<file path="config.mk">
export PLATFORM = sky130hd
export DESIGN_NAME = lru_pr_ctrl
export DESIGN_NICKNAME = d
export VERILOG_FILES = /design/src/rtl/core/lru_pr_pkg.sv /design/src/rtl/core/lru_pr_ctrl.sv
export SDC_FILE = /design/constraint.sdc
export NUM_CORES = 1
export LEC_CHECK = 0
export BUFFER_PORTS_ARGS = -buffer_cell sky130_fd_sc_hd__buf_2
export CORE_AREA = 8 8 45 47
export DETAILED_ROUTE_END_ITERATION = 10
export DIE_AREA = 0 0 53 55
export GPL_TIMING_DRIVEN = 0
export SLEW_MARGIN = 25
export SYNTH_ARGS = -nofsm -noshare
export SYNTH_HDL_FRONTEND = slang
export SYNTH_SLANG_ARGS = --single-unit
</file>
<file path="constraint.sdc">
create_clock -name i_clk -period 5 [get_ports i_clk]
set_input_delay 1 -clock i_clk [delete_from_list [all_inputs] [get_ports i_clk]]
set_output_delay 1 -clock i_clk [all_outputs]
set_load 0.01 [all_outputs]
</file>
<file path="src/rtl/core/lru_pr_pkg.sv">
// Shared types and constants for the LRU page replacement block.
`default_nettype none

package lru_pr_pkg;

    localparam int PROC_W    = 5;
    localparam int PC_W      = 12;
    localparam int MAP_W     = 32;
    localparam int MAP_EXT_W = 64;
    localparam int MAP_IDX_W = 6;
    localparam int PAGE_W    = 5;
    localparam int TIME_W    = 32;
    localparam int ACT_W     = 2;

    localparam logic [ACT_W-1:0] ACT_NONE     = 2'd0;
    localparam logic [ACT_W-1:0] ACT_PAGE_IN  = 2'd1;
    localparam logic [ACT_W-1:0] ACT_PAGE_OUT = 2'd2;

    typedef struct packed {
        logic clr_step;
        logic load;
        logic calc_page;
        logic eval;
        logic scan;
        logic finish;
    } t_dp_cmd;

    typedef struct packed {
        logic clr_last;
        logic need_scan;
        logic scan_last;
    } t_dp_sts;

endpackage

`default_nettype wire

</file>
<file path="src/rtl/core/lru_pr_ctrl.sv">
// Controller state machine: clearing pass, item sequencing and timestamp scan.
`default_nettype none

module lru_pr_ctrl
    import lru_pr_pkg::*;
(
    input  wire logic    i_clk,
    input  wire logic    i_rst_n,
    input  wire logic    i_start,
    input  wire t_dp_sts i_sts,
    output t_dp_cmd      o_cmd,
    output logic         o_busy,
    output logic         o_strobe
);

    typedef enum logic [6:0] {
        S_CLEAR  = 7'b0000001,
        S_IDLE   = 7'b0000010,
        S_PAGE   = 7'b0000100,
        S_EVAL   = 7'b0001000,
        S_SCAN   = 7'b0010000,
        S_DRAIN  = 7'b0100000,
        S_FINISH = 7'b1000000
    } t_state;

    t_state r_state;
    t_state n_state;

    always_comb begin
        n_state = r_state;
        case (r_state)
            S_CLEAR: begin
                if (i_sts.clr_last) begin
                    n_state = S_IDLE;
                end
            end
            S_IDLE: begin
                if (i_start) begin
                    n_state = S_PAGE;
                end
            end
            S_PAGE: begin
                n_state = S_EVAL;
            end
            S_EVAL: begin
                n_state = i_sts.need_scan ? S_SCAN : S_FINISH;
            end
            S_SCAN: begin
                if (i_sts.scan_last) begin
                    n_state = S_DRAIN;
                end
            end
            S_DRAIN: begin
                n_state = S_FINISH;
            end
            S_FINISH: begin
                n_state = S_IDLE;
            end
            default: begin
                n_state = S_IDLE;
            end
        endcase
    end

    always_ff @(posedge i_clk) begin
        if (!i_rst_n) begin
            r_state <= S_CLEAR;
        end else begin
            r_state <= n_state;
        end
    end

    always_comb begin
        o_cmd.clr_step  = (r_state == S_CLEAR);
        o_cmd.load      = (r_state == S_IDLE) && i_start;
        o_cmd.calc_page = (r_state == S_PAGE);
        o_cmd.eval      = (r_state == S_EVAL);
        o_cmd.scan      = (r_state == S_SCAN);
        o_cmd.finish    = (r_state == S_FINISH);
    end

    assign o_busy   = (r_state != S_IDLE);
    assign o_strobe = (r_state == S_FINISH);

endmodule

`default_nettype wire

</file>
==> impl_results.md, run 1 <==
- Hold Startpoint: r_state[5]
- Pleak: about 0.24 nW
- Area contributors post-synth: dfxtp_1 35%, nor3_1 6.3%, or4_4 5.7%
- Number of flops mapped to enable cells by yosys: 0
- Clock Pin Slew Worst Setup and Hold Paths: 50 ps
- Root Buffer: clkbuf_4
- CTS tree: yes
- CP Max Fanout: 8
- Drt drc: 0
- Comb pwr share: 0.118
- Outcome: completed
- F_max: between 0.3 and 0.4 GHz
- Buffers on Ports: 13
- Final instance area: 507 um2
- Post-CTS Hold Buffers: 0
- Via density: ~5.1
- WHS Path Cells: 3
- Hold Slack: 680 ps
- Register area share after synthesis: 0.354
- Hold crit path type: reg -> reg
- Worst slack, placed: approximately 2500 ps
- R2R cell count: 3
- Postcts setup bufs: 0
- Register bit total from synthesis: 7
- # rows: 14
- Skew final: between 2 and 2.5 ps
- Final setup margin: 2200 ps
- Critical Setup Path Class: reg -> out
- Gate Count Post-Synth: 48
- Worst skew pair latency: 250 ps
- Max-slew headroom: 0.701
- Cell taking the most area after synthesis: dfxtp_1
- Slew Limit Fails: 0
- Antenna violations before repair: 0
- Global-route wire length before repair: 1.66 mm
- Total CTS buffers: 3
- PD cells: 251 nW/um2
- Yosys cell types: 25
- Bufs on Longest Clock Path: 2
- DRT Pass-1 Iters: 4
- Startpoint type of the worst setup path: flip-flop
- WL/cell: 12.7 um
- GRT Overall Usage: 0.0782
- # nets final: 72
- Mapped Nets: 54
- Core Area: 1380 um2
- Synth top cells by count: 7 x dfxtp_1, 5 x nor3_1, 4 x inv_1, 4 x nand2_1, 4 x nor2_1
- Routing usage on met1: 0.0976
- Sw Share: 0.247
- Worst VDD drop: 0.114 mV
- Total length of routed wires: approximately 1.0 mm
- Required time worst endpoint: 4000 ps
- Grt met2 use: 0.102
- Reg2reg start: r_state[5]
- Starting density of the core: 0.286
- Top-count cell post-synth: dfxtp_1
- Die height: 55 um
- Biggest regs: r_state x7
- DRT antenna net count: 0
- Worst EP arrival: 1800 ps
- Sw Pwr: around 31 uW
- Overall power: 127 uW
- Post-route minimum period: 2800 ps
- Ports: 14
- # setup viols final: 0
- Most used DFF post-synth: dfxtp_1
- Share of cells above drive strength 1: 0.369
- Vias: 413
- Largest net degree at the start of global routing: 9
- Reg2reg end: r_state[2]
- CTS sink count: 7
- Post-CTS resize count: 0
- Post-synth ARST share: 0
- Fin Setup TNS: 0 ps
- Post-Synthesis Mean Instance Area: 8.24 um2
- CP endpoint kind: output pin
- Routability cong.: 0.768
- Fin crit share: 0.560
- Pint: 95.8 uW
- Die ar.: 2920 um2
- Unrepaired setup endpoints after global routing: false
- Number of global-route vias before repair: ~380
- Post-synth top area share: 0.354
- GR Util met3: 0.0241
- MaxCap Viol Count: 0
- Post-Syn Area: 395 um2
- Placed cell area: 480 um2
- Final Hold Fails: 0
- Top reg by flops: r_state
- Iteration-0 DRC Markers: 17
- R2r setup slk: around 3200 ps
- Hpwl dp: 758 um
- Yosys warnings: 0
- Worst-margin pin slew: 447 ps
- Congestion Overflow GR: 0
- Area Growth Syn to Fin: 28.2%
- Clk pwr share: 0.410
- Htree depth: 1
- Antenna cells: 0
- WHS Endpoint: r_state[6]
- Most Crowded Layer GR: met2
- Share of power burned in registers: 0.472
- Die W: 53 um
- Max reg flops: 7
==> power groups by stage <==
stage          Clock (mW)  Sequential, mW  Combinational, mW
3_5_place_dp            0          0.0612             0.0151
2_1_floorplan           0          0.0605            0.00985
4_1_cts            0.0541          0.0601             0.0152
3_3_place_gp            0          0.0612             0.0149
6_report           0.0522          0.0600             0.0150
5_1_grt            0.0596          0.0603             0.0167
==> worst max-delay path by stage <==
stage                     to  cells after the start        from
finish              o_cmd[0]                      4  r_state[5]
global route        o_cmd[0]                      4  r_state[5]
CTS                 o_cmd[0]                      4  r_state[5]
detailed placement  o_cmd[0]                      4  r_state[5]
global placement    o_cmd[0]                      4  r_state[5]
floorplan           o_cmd[0]                      3  r_state[5]
==> critical path, stage by stage (launching register included) <==
cell,delay [ps]
dfxtp_1,380
or4_4,570
nor4b_1,320
buf_4,160
buf_2,110
==> metrics by stage <==
stage / utilization / instances
3_3_place_gp: 0.347 / 77
4_1_cts: 0.366 / 81
3_5_place_dp: 0.347 / 77
6_report: 0.366 / 81
5_1_grt: 0.366 / 81
2_1_floorplan: - / 48
==> cells in the final DEF (no fill, tap or decap) <==
cell type / count
and3_1: 3
nor2_1: 4
o31ai_1: 1
clkbuf_2: 1
o21a_1: 1
o32a_1: 1
buf_4: 1
clkbuf_4: 3
and3b_1: 1
nor4_1: 1
nor4b_1: 2
dfxtp_1: 7
nor3_1: 5
or4b_2: 1
inv_1: 4
and3_2: 1
a31oi_1: 1
or2b_1: 1
a21oi_1: 1
nand2_1: 4
or4_4: 2
clkbuf_1: 1
and2_2: 1
xnor2_1: 1
nor3b_1: 1
buf_2: 13
and2b_2: 1
nand3_1: 1
==> cell type report <==
| cell class | count | area (um2) |
|---|---|---|
| fillers | 150 | 877 |
| multi-input cells | 35 | 228 |
| flip-flops and latches | 7 | 140 |
| repair buffers | 13 | 65.1 |
| clock buffers | 4 | 26.3 |
| well taps | 16 | 20.0 |
| inverters | 4 | 15.0 |
| plain buffers | 2 | 12.5 |
==> metal layers <==
| metal | routed length (um) | share of wire |
|---|---|---|
| met4 | 22 | 0.021 |
| met1 | 502 | 0.49 |
| met2 | 420 | 0.41 |
| met5 | 0 | 0 |
| met3 | 81 | 0.079 |
==> logic make-up (layout without fill, tap and decap cells) <==
| logic type | Yosys count | in the layout | share of synthesized area |
|---|---|---|---|
| AND/OR/NAND/NOR | 29 | 29 | 0.462 |
| flip-flops | 7 | 7 | 0.354 |
| buffers and inverters | 6 | 23 | 0.0696 |
| AO/OA/AOI/OAI | 5 | 5 | 0.0918 |
| XOR/XNOR | 1 | 1 | 0.0222 |
(Power assumes the default switching activity.)
==> run 2: changes to the inputs <==
- ABC_AREA: unset -> 1
- clock period: 5 -> 2.3 ns (I/O delays scaled with it)
==> impl_results.md, run 2 <==
- PD cells: 541 nW/um2
- Placed cell area: 495 um2
- Max-slew headroom: 0.797
- Unrepaired setup endpoints after global routing: false
- CTS tree: yes
- Postcts setup bufs: 0
- Placed cells: 96
- Sw Pwr: 72.6 uW
- CP endpoint kind: output pin
- Synth top cells by count: 16 x nor2_1, 15 x nand2_1, 7 x dfxtp_1, 7 x inv_1
- Worst EP arrival: 1420 ps
- F_max: 0.532 GHz
- Cell Count, Final, Fillers Out: 100
- Top reg by flops: r_state
- Most used DFF post-synth: dfxtp_1
- Skew final: 1.52 ps
- CP Max Fanout: 4
- Antenna cells: 0
- Synth Area in Adders: 0
- Fin crit share: 0.818
- Gate Count Post-Synth: 67
- WL/cell: 9.24 um
- Share of power burned in registers: 0.459
- Core Area: 1380 um2
- Vias: approximately 450
- Simple-Gate Fraction of Synth Area: 0.518
- Bufs on Longest Clock Path: 2
- Share of cells above drive strength 1: 0.321
- Commonest non-fill, non-tap cell in the layout: nor2_1
- Worst slack, placed: 665 ps
- Largest net degree at the start of global routing: 7
- Yosys cell types: 15
- Post-synth top area share: 0.341
- Total CTS buffers: 3
- Pleak: 0.289 nW
- Final setup margin: ~420 ps
- Antenna violations before repair: 0
- DRT Pass-1 Iters: 4
- Post-Syn Area: between 400 and 500 um2
- Hold Slack: 444 ps
- Reg2reg start: r_state[5]
- Biggest regs: r_state x7
- Top-count cell post-synth: nor2_1
- Register area share after synthesis: 0.341
- Final instance area: between 500 and 600 um2
- Mapped Nets: 73
- Iteration-0 DRC Markers: 9
- Compound-Gate Fraction of Synth Area: 0.0305
- Post-CTS Hold Buffers: 0
- Cell taking the most area after synthesis: dfxtp_1
- XOR/XNOR Fraction of Synth Area: 0
- Pint: between 200 and 250 uW
- Root Buffer: clkbuf_4
- Die W: 53 um
- Max reg flops: 7
- Hold Startpoint: i_rst_n
- Drt drc: 0
- Worst-margin pin slew: 302 ps
- Post-CTS resize count: 0
- DRT antenna net count: 0
- Global-route wire length before repair: 1.58 mm
- Clk pwr share: 0.376
- Buffers on Ports: 13
- Fin Setup TNS: 0 ps
- Post-synthesis mux area share: 0
- Cells along the critical path: inv_2 -> nand2_1 -> nor2_2 -> nand3_1 -> nand2_1 -> nor2_2 -> inv_2 -> nor2_1 -> buf_2
- Outcome: completed
- # nets final: 91
- Post-Synthesis Mean Instance Area: 6.13 um2
- Htree depth: 1
- Area Growth Syn to Fin: 27.1%
- Most frequent cells in the layout: 16 x nor2_1, 15 x nand2_1, 13 x buf_2
- Hold crit path type: in -> reg
- Via density: 4.45
- Total length of routed wires: 924 um
- # setup viols final: 0
- Post-route minimum period: 1880 ps
- Layout Utilization: 0.377
- Hpwl dp: ~800 um
- Register bit total from synthesis: 7
- Worst VDD drop: 0.257 mV
- Startpoint type of the worst setup path: flip-flop
- Ports: 14
- Area contributors post-synth: dfxtp_1 34%, nor2_1 15%, nand2_1 14%
- Number of global-route vias before repair: 431
- Critical Setup Path Class: reg -> out
- Overall power: 282 uW
- Routability cong.: just over 0.8
- Max incr delay on CP: 380 ps
- Post-synth ARST share: 0
- Final Hold Fails: 0
- Slew Limit Fails: 0
- MaxCap Viol Count: 0
- Sw Share: 0.257
- CTS sink count: 7
- Die height: between 50 and 60 um
- Clock Pin Slew Worst Setup and Hold Paths: 50 ps
- Starting density of the core: 0.297
- CP max-delay cell: dfxtp_1
- Yosys warnings: 0
- Worst setup startpoint: r_state[5]
- Congestion Overflow GR: 0
- GRT Overall Usage: 0.0749
- Worst skew pair latency: 240 ps
- Main combinational cell family by area after synthesis: simple AND/OR/NAND/NOR gates
- Number of flops mapped to enable cells by yosys: 0
- Die ar.: between 2000 and 3000 um2
- Required time worst endpoint: 1840 ps
- # rows: 14
- Comb pwr share: 0.165
run 2: changes by cell type after synthesis, sizes merged, moves of 3 or more:
cell,delta
inv,+6
nand2,+13
nor2,+16
nand3,+3
run 2: per-layer routing:
| layer | wire length, um | vias up | track usage | share of wire |
|---|---|---|---|---|
| li1 | - | 242 | - | - |
| met3 | 67 | 2 | 0.0214 | 0.073 |
| met2 | 378 | 11 | 0.0996 | 0.41 |
| met1 | 469 | 190 | 0.0915 | 0.51 |
| met5 | 0 | - | 0 | 0 |
| met4 | 9 | 0 | 0.0776 | 0.0097 |
run 2: area by class of cell:
class / instances / area (um2)
Tap cell: 16 / 20.0
Buffer: 1 / 7.51
Inverter: 10 / 37.5
Timing Repair Buffer: 13 / 65.1
Fill cell: 157 / 862
Sequential cell: 7 / 140
Multi-Input combinational cell: 49 / 225
Clock buffer: 4 / 26.3
run 2: critical path, delay by kind of cell (launching register included):
kind | cells | cell delay [ps]
and+or+nand+nor | 6 | 550
DFF | 1 | 380
buffers and inverters | 3 | 250
run 2: power by group through the flow:
| stage | clock network, mW | logic, mW | registers, mW |
|---|---|---|---|
| detailed placement | 0 | 0.0472 | 0.132 |
| global placement | 0 | 0.0470 | 0.132 |
| floorplan | 0 | 0.0313 | 0.131 |
| global route | 0.118 | 0.0543 | 0.130 |
| finish | 0.106 | 0.0467 | 0.130 |
| CTS | 0.113 | 0.0475 | 0.129 |
run 2: final timing paths:
path	cells after the start	endpoint	slack (ps)
worst max-delay path	9	o_cmd[4]	420
worst min register to register	3	r_state[4]	640
worst min-delay path	2	r_state[0]	440
worst max register to register	9	r_state[1]	1120
run 2: logic make-up after synthesis:
kind of cell           Yosys count
and+or+nand+nor                 47
buffers and inverters           11
DFF                              7
AOI/OAI and AO/OA                2
